[src/rtl/core/sorted_unique_int_set_top_assert.svh]
// Assertion macros for the sorted integer set block.
`ifndef SORTED_UNIQUE_INT_SET_TOP_ASSERT_SVH
`define SORTED_UNIQUE_INT_SET_TOP_ASSERT_SVH

// Condition holds at every edge out of reset.
`define SUSI_ASSERT_ALWAYS(lbl, cond) \
  lbl: assert property (@(posedge clk) disable iff (rst) (cond)) \
    else $error("assertion failed");

// Condition in the same cycle as the trigger.
`define SUSI_ASSERT_IMPL(lbl, ante, cons) \
  lbl: assert property (@(posedge clk) disable iff (rst) (ante) |-> (cons)) \
    else $error("assertion failed");

`endif

[src/rtl/core/susi_pkg.sv]
// Shared types and constants for the sorted integer set block.
package susi_pkg;

  localparam int CAPACITY  = 1024;
  localparam int ADDR_W    = $clog2(CAPACITY);
  localparam int CNT_W     = $clog2(CAPACITY + 1);
  localparam int VALUE_W   = 32;
  localparam int INDEX_W   = 10;
  localparam int WHERE_W   = 10;
  localparam int COUNT_W   = 11;

  typedef logic [ADDR_W-1:0] addr_t;
  typedef logic [CNT_W-1:0]  cnt_t;

  localparam cnt_t FULL_COUNT = cnt_t'(CAPACITY);

  typedef enum logic [1:0] {
    OP_INSERT,
    OP_REMOVE,
    OP_CONTAINS,
    OP_GET
  } kind_t;

  typedef enum logic [2:0] {
    ST_OK,
    ST_NOT_FOUND,
    ST_DUPLICATE,
    ST_FULL,
    ST_BAD_INDEX
  } status_t;

  typedef struct packed {
    kind_t                      kind;
    logic signed [VALUE_W-1:0]  value;
    logic [INDEX_W-1:0]         index;
  } req_t;

  typedef struct packed {
    status_t                    status;
    logic [WHERE_W-1:0]         where;
    logic signed [VALUE_W-1:0]  read_value;
    logic [COUNT_W-1:0]         count;
  } res_t;

  typedef struct packed {
    logic                       we;
    addr_t                      waddr;
    logic signed [VALUE_W-1:0]  wdata;
    addr_t                      raddr;
  } ram_req_t;

endpackage

[src/rtl/core/susi_ctrl.sv]
// Sequencer: binary search, entry shifting and result build over the shared RAM port.
`include "sorted_unique_int_set_top_assert.svh"

module susi_ctrl (
  input  logic                               clk,
  input  logic                               rst,
  input  logic                               req_valid,
  output logic                               req_ready,
  input  susi_pkg::req_t                     req,
  output logic                               res_valid,
  input  logic                               res_ready,
  output susi_pkg::res_t                     res,
  output susi_pkg::ram_req_t                 ram_req,
  input  logic signed [susi_pkg::VALUE_W-1:0] ram_rdata
);

  typedef enum logic [3:0] {
    S_IDLE,
    S_PROBE,
    S_CMP,
    S_EXEC,
    S_UP_RD,
    S_UP_WR,
    S_DN_RD,
    S_DN_WR,
    S_GET,
    S_GET_WAIT,
    S_DONE
  } state_t;

  state_t         state;
  susi_pkg::req_t op;
  susi_pkg::cnt_t fill;
  susi_pkg::cnt_t lo;
  susi_pkg::cnt_t hi;
  susi_pkg::cnt_t j;
  logic           hit;

  susi_pkg::cnt_t mid;
  susi_pkg::cnt_t j_dec;
  susi_pkg::cnt_t j_inc;
  logic           idx_ok;

  function automatic susi_pkg::res_t mk_res(susi_pkg::status_t st, susi_pkg::cnt_t w,
                                            logic signed [susi_pkg::VALUE_W-1:0] rv,
                                            susi_pkg::cnt_t c);
    susi_pkg::res_t r;
    r.status     = st;
    r.where      = susi_pkg::WHERE_W'(w);
    r.read_value = rv;
    r.count      = susi_pkg::COUNT_W'(c);
    return r;
  endfunction

  assign mid    = lo + ((hi - lo) >> 1);
  assign j_dec  = j - susi_pkg::cnt_t'(1);
  assign j_inc  = j + susi_pkg::cnt_t'(1);
  assign idx_ok = 32'(op.index) < 32'(fill);

  assign req_ready = (state == S_IDLE);
  assign res_valid = (state == S_DONE);

  always_comb begin
    ram_req.we    = 1'b0;
    ram_req.waddr = j[susi_pkg::ADDR_W-1:0];
    ram_req.wdata = ram_rdata;
    ram_req.raddr = mid[susi_pkg::ADDR_W-1:0];
    case (state)
      S_GET: begin
        ram_req.raddr = susi_pkg::addr_t'(op.index);
      end
      S_UP_RD: begin
        if (j == lo) begin
          ram_req.we    = 1'b1;
          ram_req.waddr = lo[susi_pkg::ADDR_W-1:0];
          ram_req.wdata = op.value;
        end else begin
          ram_req.raddr = j_dec[susi_pkg::ADDR_W-1:0];
        end
      end
      S_UP_WR: begin
        ram_req.we = 1'b1;
      end
      S_DN_RD: begin
        ram_req.raddr = j_inc[susi_pkg::ADDR_W-1:0];
      end
      S_DN_WR: begin
        ram_req.we = 1'b1;
      end
      default: begin
      end
    endcase
  end

  always_ff @(posedge clk) begin
    if (rst) begin
      state <= S_IDLE;
      fill  <= '0;
    end else begin
      case (state)
        S_IDLE: begin
          if (req_valid) begin
            op    <= req;
            lo    <= '0;
            hi    <= fill;
            hit   <= 1'b0;
            state <= (req.kind == susi_pkg::OP_GET) ? S_GET : S_PROBE;
          end
        end
        S_PROBE: begin
          state <= (lo < hi) ? S_CMP : S_EXEC;
        end
        S_CMP: begin
          if (ram_rdata == op.value) begin
            hit <= 1'b1;
            lo  <= mid;
            hi  <= mid;
          end else if (ram_rdata < op.value) begin
            lo <= mid + susi_pkg::cnt_t'(1);
          end else begin
            hi <= mid;
          end
          state <= S_PROBE;
        end
        S_EXEC: begin
          case (op.kind)
            susi_pkg::OP_INSERT: begin
              if (hit) begin
                res   <= mk_res(susi_pkg::ST_DUPLICATE, '0, '0, fill);
                state <= S_DONE;
              end else if (fill >= susi_pkg::FULL_COUNT) begin
                res   <= mk_res(susi_pkg::ST_FULL, '0, '0, fill);
                state <= S_DONE;
              end else begin
                j     <= fill;
                state <= S_UP_RD;
              end
            end
            susi_pkg::OP_REMOVE: begin
              if (!hit) begin
                res   <= mk_res(susi_pkg::ST_NOT_FOUND, '0, '0, fill);
                state <= S_DONE;
              end else begin
                j     <= lo;
                state <= S_DN_RD;
              end
            end
            susi_pkg::OP_CONTAINS: begin
              if (hit) begin
                res <= mk_res(susi_pkg::ST_OK, lo, '0, fill);
              end else begin
                res <= mk_res(susi_pkg::ST_NOT_FOUND, '0, '0, fill);
              end
              state <= S_DONE;
            end
            default: begin
              res   <= mk_res(susi_pkg::ST_BAD_INDEX, '0, '0, fill);
              state <= S_DONE;
            end
          endcase
        end
        S_UP_RD: begin
          if (j == lo) begin
            fill  <= fill + susi_pkg::cnt_t'(1);
            res   <= mk_res(susi_pkg::ST_OK, lo, '0, fill + susi_pkg::cnt_t'(1));
            state <= S_DONE;
          end else begin
            state <= S_UP_WR;
          end
        end
        S_UP_WR: begin
          j     <= j_dec;
          state <= S_UP_RD;
        end
        S_DN_RD: begin
          if (j_inc >= fill) begin
            fill  <= fill - susi_pkg::cnt_t'(1);
            res   <= mk_res(susi_pkg::ST_OK, lo, '0, fill - susi_pkg::cnt_t'(1));
            state <= S_DONE;
          end else begin
            state <= S_DN_WR;
          end
        end
        S_DN_WR: begin
          j     <= j_inc;
          state <= S_DN_RD;
        end
        S_GET: begin
          if (idx_ok) begin
            state <= S_GET_WAIT;
          end else begin
            res   <= mk_res(susi_pkg::ST_BAD_INDEX, '0, '0, fill);
            state <= S_DONE;
          end
        end
        S_GET_WAIT: begin
          res   <= mk_res(susi_pkg::ST_OK, '0, ram_rdata, fill);
          state <= S_DONE;
        end
        S_DONE: begin
          if (res_ready) begin
            state <= S_IDLE;
          end
        end
        default: begin
          state <= S_IDLE;
        end
      endcase
    end
  end

  `SUSI_ASSERT_ALWAYS(a_fill_bound, fill <= susi_pkg::FULL_COUNT)
  `SUSI_ASSERT_IMPL(a_fill_on_done, !$past(rst) && (fill != $past(fill)), state == S_DONE)
  `SUSI_ASSERT_IMPL(a_hit_in_range, hit && (state == S_EXEC), lo < fill)
  `SUSI_ASSERT_IMPL(a_up_above_pos, state == S_UP_WR, j > lo)

endmodule

[config.mk]
export PLATFORM = sky130hd
export DESIGN_NAME = susi_ctrl
export DESIGN_NICKNAME = d
export VERILOG_FILES = /design/src/rtl/core/susi_pkg.sv /design/src/rtl/core/susi_ctrl.sv
export VERILOG_INCLUDE_DIRS = /design/src /design/src/rtl/core
export SDC_FILE = /design/constraint.sdc
export NUM_CORES = 1
export LEC_CHECK = 0
export BUFFER_PORTS_ARGS = -buffer_cell sky130_fd_sc_hd__buf_2
export CAP_MARGIN = 10
export CORE_MARGIN = 3
export CORE_UTILIZATION = 35
export DETAILED_ROUTE_END_ITERATION = 10
export GPL_ROUTABILITY_DRIVEN = 0
export HOLD_SLACK_MARGIN = 0.15
export PLACE_DENSITY = 0.66
export SYNTH_ARGS = -nofsm -noshare
export SYNTH_HDL_FRONTEND = slang
export SYNTH_SLANG_ARGS = --single-unit
export TNS_END_PERCENT = 20
[constraint.sdc]
create_clock -name clk -period 5.5 [get_ports clk]
set_input_delay 1.1 -clock clk [delete_from_list [all_inputs] [get_ports clk]]
set_output_delay 1.1 -clock clk [all_outputs]
set_load 0.02 [all_outputs]
# --- Word-level counts from Yosys, hierarchy flattened ---
# Index checks and enable logic that the tools add are counted.
word_totals:
  regBits: 149
  latchBits: 0
  ram_bits: 0
  romBits: 0
  inputBits: 80
  out_inout_bits: 111
  word_cells: 115
  memories: 0
classes:
  n_addsub: 7
  mul: 0
  n_div: 0
  n_lt_le_gt_ge: 5
  eq_ne: 29
  n_shift: 0
  muxes: 45
  bitwise_logic: 1
  reduce_logical: 15
ops:
  columns: ["cell", "count"]
  rows:
  - ["56-bit 2-to-1 mux", 6]
  - ["56-bit one-hot mux with 5 select lines", 1]
  - ["56-bit one-hot mux with 3 select lines", 1]
  - ["11-bit 2-to-1 mux", 11]
  - ["11-bit one-hot mux with 2 select lines", 4]
  - ["54-bit 2-to-1 mux", 1]
  - ["4-bit one-hot mux with 11 select lines", 1]
  - ["43-bit 2-to-1 mux", 1]
  - ["42-bit 2-to-1 mux", 1]
  - ["11-bit by 1-bit adder with 11-bit output (second input constant)", 3]
  - ["11-bit one-hot mux with 3 select lines", 1]
  - ["32-bit == test", 1]
  - ["32-bit < comparator", 1]
  - ["4-bit 2-to-1 mux", 8]
  - ["10-bit one-hot mux with 3 select lines", 1]
  - ["11-bit by 1-bit subtractor with 11-bit output (second input constant)", 2]
  - ["3-bit != test (second input constant)", 6]
  - ["4-bit by 3-bit == test with 1-bit output (second input constant)", 4]
  - ["4-bit == test (second input constant)", 3]
  - ["4-bit AND reduction", 3]
  - ["11-bit by 10-bit adder with 11-bit output", 1]
  - ["11-bit == test", 1]
  - ["11-bit >= comparator", 1]
  - ["11-bit >= comparator (second input constant)", 1]
  - ["other kinds (27)", 38]

# --- Longest topological paths before layout ---
# Gate-level depths: netlist of run 1.
depth:
  ltp_word: 6
  mapped_depth: 18
  mapped_depth_nobuf: 17

# --- Worst setup path after synthesis of run 1 ---
# OpenSTA, ideal clock, no wires.
synth_path:
  kind: "reg2out"
  startpoint: "register lo[1]"
  endpoint: "output port ram_req[9] (netlist name)"
  arrival_time_ns: 3.404
  required_ns: 4.400
  path_slack_ns: 0.996
  stages_incl_launch_ff: 16
  n_path_buf: 1
  cell_sequence: "edfxtp_1 -> inv_1 -> ha_1 -> nor2b_1 -> o21ai_0 -> nand2b_1 -> a221oi_1 -> xnor2_1 -> ha_1 -> buf_2 -> a21o_1 -> o2bb2ai_1 -> o31a_1 -> nor2_2 -> xor2_2 -> o21ai_0"
synth_rtl:
  columns: ["item", "line_no", "text"]
  rows:
  - ["start: declaration", "susi_ctrl.sv:34", "susi_pkg::cnt_t lo;"]
  - ["start signal: assignment", "susi_ctrl.sv:116", "lo <= mid;"]
  - ["start signal: assignment", "susi_ctrl.sv:119", "lo <= mid + susi_pkg::cnt_t'(1);"]
  - ["end: declaration", "susi_ctrl.sv:13", "output susi_pkg::ram_req_t ram_req,"]

==> results of run 1 <==
[logic make-up (layout without fill, tap and decap cells)]
| logic type | count (synthesis) | after routing | synth area share [%] |
|---|---|---|---|
| flip-flops | 149 | 149 | 43.70 |
| adder cells (fa/ha/maj) | 81 | 81 | 10.39 |
| other | 0 | 1 | 0 |
| XOR/XNOR | 68 | 68 | 6.322 |
| AND/OR/NAND/NOR | 345 | 345 | 17.98 |
| AO/OA/AOI/OAI | 227 | 227 | 14.06 |
| multiplexers | 20 | 20 | 2.124 |
| buffers and inverters | 127 | 300 | 5.424 |
[cells in the mapped netlist, types with 8 or more instances]
library cell  instances
o21ai_0              62
o21ai_1              18
a31oi_1               9
nand3_1              25
edfxtp_1            134
mux2i_1              12
nor2b_1              10
nor2_1               82
nand2_1              96
and2_1               35
xor2_1               22
clkbuf_1             37
nand4_1              17
nand2b_1             11
a21o_1               12
a21oi_1              72
dfxtp_1              15
ha_1                 79
inv_1                68
xnor2_1              42
nor3_1               21
and3_1                8
buf_2                12
[worst paths after layout]
path / slack, ps / depth (start not counted) / start / endpoint
max: 290 / 15 / lo[0] / ram_req[8]
min: 600 / 1 / fill[4] / res[4]
min reg2reg: 600 / 1 / fill[4] / res[4]
max reg2reg: 1080 / 12 / j[0] / res[26]
[flip-flops by register name, summed over array words and instances, names as in the netlist]
| register | count |
|---|---|
| fill | 11 |
| op | 44 |
| j | 11 |
| state | 4 |
| hit | 1 |
| hi | 11 |
| res | 56 |
| lo | 11 |
[stage by stage]
stage / worst slack (ps) / area (um^2) / utilization [%]
floorplan: 996.1 / 9896 / -
global placement: 913.3 / 11110 / 40.56
detailed placement: 809.4 / 11110 / 40.56
CTS: 331.2 / 11680 / 42.64
global route: 13.50 / 11690 / 42.67
finish: 286.4 / 11690 / 42.67
[per-layer routing]
layer	wire [um]	share of wire, %
met5	0	0
met4	774	2.6
met3	1514	5.1
met2	14270	49
met1	12860	44
[report_power, final]
part           total (mW)  internal (mW)  switching, mW
clock network        1.16          0.635          0.526
registers            1.42           1.36         0.0590
logic                1.81          0.635           1.18
total                4.39           2.63           1.76
[area by class of cell]
type                            count  area (um^2)
Multi-Input combinational cell    741         5044
Fill cell                        2628        15710
Inverter                           70        262.8
Timing Repair Buffer              198         1023
Tap cell                          372        465.4
Antenna cell                        1        2.502
Clock inverter                     15        145.1
Sequential cell                   149         4324
Clock buffer                       17        425.4
==> metrics.txt, run 1 <==
Max Fclk=191.8 MHz; Layout area overhead=18.16%; vias per std cell=5.246; met3 Track Usage GR=2.621%; Main synth FF type=edfxtp_1; outcome=completed; layout cells sized above 1=22.86%; WS Path Type=reg2out; total gr overflow=0; Leak=4.811 nW; vias in the first global route=7758; commonest non-fill, non-tap cell in the layout=buf_2; Final TNS setup=0 ps; synth warn=0; row count=60; IO Port Bufs=190; NumNets Final=1338; wire length of the first global-routing pass=44840 um; DIE WIDTH=174.1 um; Setup Buffers After CTS=0; most frequent cells in the layout=190 x buf_2, 134 x edfxtp_1, 96 x nand2_1; # clock sinks=149; Root Driver=clkbuf_16; #FFs+latches synth=149; Top delay family on crit path=adder cells; crit path cell chain=ha_1 -> fa_1 -> nor2b_1 -> o21ai_1 -> a21boi_1 -> o21ai_0 -> nor2b_1 -> xnor2_1 -> ha_1 -> o21ai_0 -> nand2b_1 -> a31oi_4 -> xor2_2 -> o21ai_0 -> buf_2; DP HPWL=22440 um; drt wl/cell=18.83 um; Yosys top cell area share=40.66%; PD cells=375.4 mW/mm^2; Tightest Pin Transition=1108 ps; gr usage total=18.85%; met1 Resource Use GR=25.13%; Core Box Area=0.02740 mm^2; busiest layer in global routing=met2; first drt pass iteration count=6; relative slew slack=26.15%; Critical Path Fanout Max=8; Slew Viols, Final=0; Vias=8200; M2 GR Usage=31.49%; DRC=0; synth unique cells=82; Die Area=0.03033 mm^2; CP max stage delay=480 ps; hold_ws=603.4 ps; async set or reset register ratio after synthesis=0%; clk buf depth=2; Worst Setup End Kind=primary output; Hold Path Class=reg2reg; cell taking the most area after synthesis=edfxtp_1; Worst EP required=4400 ps; placed cells=1530; top cells by area in the synthesized netlist=edfxtp_1 41%, ha_1 10%, xnor2_1 3.7%; WL final=29430 um; worst path arrival time=4110 ps; synthesized instance count=1017; initial antenna violation count=1; ANT nets after route=0; register area share after synthesis=43.70%; Worst-path clk slew=60 ps; number of synthesized flops with an enable pin=134; pin count of the biggest net entering global routing=45; CP dominant cell by count=o21ai_0; starting density of the core=36.11%; Synth Net Count=1178; slowest CP cell=edfxtp_1; CTS tree=yes; period utilization=94.79%; number of top-level pins=191; TritonCTS Buffers=17; startpoint types=flop; Initial DRC Count=888; syn_area_per_cell=9.730 um^2; Final Non-Filler Cells=1563; final setup fails=0; clock skew=17.90 ps; chip height=174.1 um; maximum vdd drop=0.0002038 V; Tot Pwr=4.389 mW; Max-Cap Viols=0; H-tree levels=4; final worst path period need=5214 ps; post-CTS sizing=0; Netlist Area Pre-Place=0.009896 mm^2; final hold violation count=0; RSZ-0062 raised after global routing=false; WP buf/inv=1; hold_buf cts=0; Clock Latency Late Sink=430 ps
Power figures use the tool's default switching activity.
==> inputs of run 2 (changes only) <==
- clock period: 5.5 -> 6.67 ns (I/O delays scaled with it)
==> run 2 against run 1 <==
Flip-flop and latch count is the same. Via count shrank 0.93%. Count of clock-buffer cells in the layout grew 1. Final cell count shrank 0.13%. Utilization is essentially flat. Clock skew shrank 5.1 ps.
==> metrics.txt, run 2 (synthesized netlist as in run 1, its figures left out) <==
outcome=completed (unchanged); PD cells=312.3 mW/mm^2 (was 375.4 mW/mm^2); Hold Crit Start=fill[4] (unchanged); Initial DRC Count=839 (was 888); Clk pwr share=27.3% (was 26.4%); relative slew slack=26.76% (was 26.15%); Worst-path clk slew=60 ps (about the same); IO Port Bufs=190 (unchanged); Max-Cap Viols=0 (unchanged); number of top-level pins=191 (unchanged); Tightest Pin Transition=1099 ps (was 1108 ps); gr usage total=19.02% (was 18.85%); Setup Buffers After CTS=0 (unchanged); area of the multi-input gates=0.005037 mm^2 (was 0.005044 mm^2); r2r startpoint=j[0] (unchanged); first drt pass iteration count=6 (unchanged); row count=60 (unchanged); Die Area=0.03033 mm^2 (unchanged); NumNets Final=1336 (was 1338); TritonCTS Buffers=17 (unchanged); max reg flops=56 (unchanged); DIE WIDTH=174.1 um (unchanged); Slew Viols, Final=0 (unchanged); most frequent cells in the layout=190 x buf_2, 134 x edfxtp_1, 96 x nand2_1 (unchanged); startpoint types=flop (unchanged); hold_ws=603.9 ps (was 603.4 ps); drt wl/cell=18.75 um (was 18.83 um); commonest non-fill, non-tap cell in the layout=buf_2 (unchanged); crit path from=lo[0] (unchanged); Reg power frac=32.1% (was 32.3%); Hold Path Class=reg2reg (unchanged); H-tree levels=4 (unchanged); Core Box Area=0.02740 mm^2 (unchanged); Reg with most FFs=res (unchanged); DP HPWL=22310 um (was 22440 um); # clock sinks=149 (unchanged); Psw=1.445 mW (was 1.760 mW); Worst EP required=5340 ps (was 4400 ps); Final TNS setup=0 ps (unchanged); Vias=8124 (was 8200); biggest regs=res x56, op x44 (unchanged); layout cells sized above 1=22.73% (was 22.86%); chip height=174.1 um (unchanged); sw frac=39.59% (was 40.10%); Leak=4.809 nW (was 4.811 nW); maximum vdd drop=0.0001915 V (was 0.0002038 V); Layout area overhead=18.08% (was 18.16%); WL final=29270 um (was 29430 um); Int Power=2.204 mW (was 2.629 mW); period utilization=81.47%; initial antenna violation count=1 (unchanged); sequential cell area=0.004324 mm^2 (unchanged); final hold violation count=0 (unchanged); Max Fclk=184.0 MHz; Root Driver=clkbuf_16 (unchanged); ANT nets after route=0 (unchanged); final setup fails=0 (unchanged); clock skew=12.83 ps (was 17.90 ps); pin count of the biggest net entering global routing=74 (was 45); Clock Latency Late Sink=430 ps (about the same); combinational power share=40.6% (was 41.2%); DRC=0 (unchanged); Worst Setup End Kind=primary output (unchanged); total gr overflow=0 (unchanged); WS Path Type=reg2out (unchanged); post-CTS sizing=0 (unchanged); Critical Path Fanout Max=5 (was 8); vias per std cell=5.204 (was 5.246); clk buf depth=2 (unchanged); starting density of the core=36.11% (unchanged); final worst path period need=5434 ps; vias in the first global route=7786 (was 7758); wire length of the first global-routing pass=45180 um (was 44840 um); worst path arrival time=4100 ps (was 4110 ps); FILL cells=2656 (was 2628); RSZ-0062 raised after global routing=false (unchanged); hold_buf cts=0 (unchanged); CTS tree=yes (unchanged)
run 2: cell type report:
cell class | instances | share of cell area (%)
Multi-Input combinational cell | 741 | 43.11
Timing Repair Buffer | 196 | 8.523
Tap cell | 372 | 3.983
Clock inverter | 14 | 1.435
Antenna cell | 1 | 0.02142
Sequential cell | 149 | 37.01
Clock buffer | 18 | 3.673
Inverter | 70 | 2.249
run 2: critical path, cell delays in order, from the launching register on:
cell	delay (ps)
edfxtp_1	490
ha_1	280
fa_1	420
nor2b_1	130
o21ai_1	80
a21boi_1	180
o21ai_0	150
a21oi_1	270
xor2_1	200
ha_1	350
nor4b_1	190
o31a_1	300
nor2_2	120
xor2_2	240
o21ai_0	110
buf_2	180
run 2: path summary, 6_finish.rpt:
check,cells after the start,slack [ps],to
max reg2reg,12,2130,res[9]
min,1,600,res[4]
max,15,1240,ram_req[9]
min reg2reg,1,600,res[4]
run 2: power groups by stage:
| stage | registers, mW | logic [mW] | clock network [mW] |
|---|---|---|---|
| 6_report | 1.17 | 1.48 | 0.997 |
| 5_1_grt | 1.18 | 1.61 | 1.06 |
| 4_1_cts | 1.17 | 1.47 | 1.02 |
| 3_5_place_dp | 1.19 | 1.46 | 0 |
| 3_3_place_gp | 1.19 | 1.44 | 0 |
| 2_1_floorplan | 1.20 | 1.05 | 0 |
run 2: per-layer routing:
| metal | share of wire (%) | up-vias | track usage (%) |
|---|---|---|---|
| li1 | - | 3957 | - |
| met1 | 43 | 3862 | 25.20 |
| met2 | 49 | 270 | 31.49 |
| met3 | 5.6 | 35 | 2.883 |
| met4 | 2.3 | 0 | 7.138 |
| met5 | 0 | - | 0 |
run 2: per-stage QoR:
step | worst slack [ps] | std cells | power, mW | instance area (um^2) | utilization [%]
6_report | 1236 | 1561 | 3.649 | 11690 | 42.64
4_1_cts | 1247 | 1560 | 3.662 | 11680 | 42.63
3_5_place_dp | 1770 | 1528 | 2.647 | 11090 | 40.46
3_3_place_gp | 1850 | 1528 | 2.622 | 11090 | 40.46
5_1_grt | 832.8 | 1561 | 3.844 | 11690 | 42.64
2_1_floorplan | 1932 | 1017 | 2.250 | 9896 | -
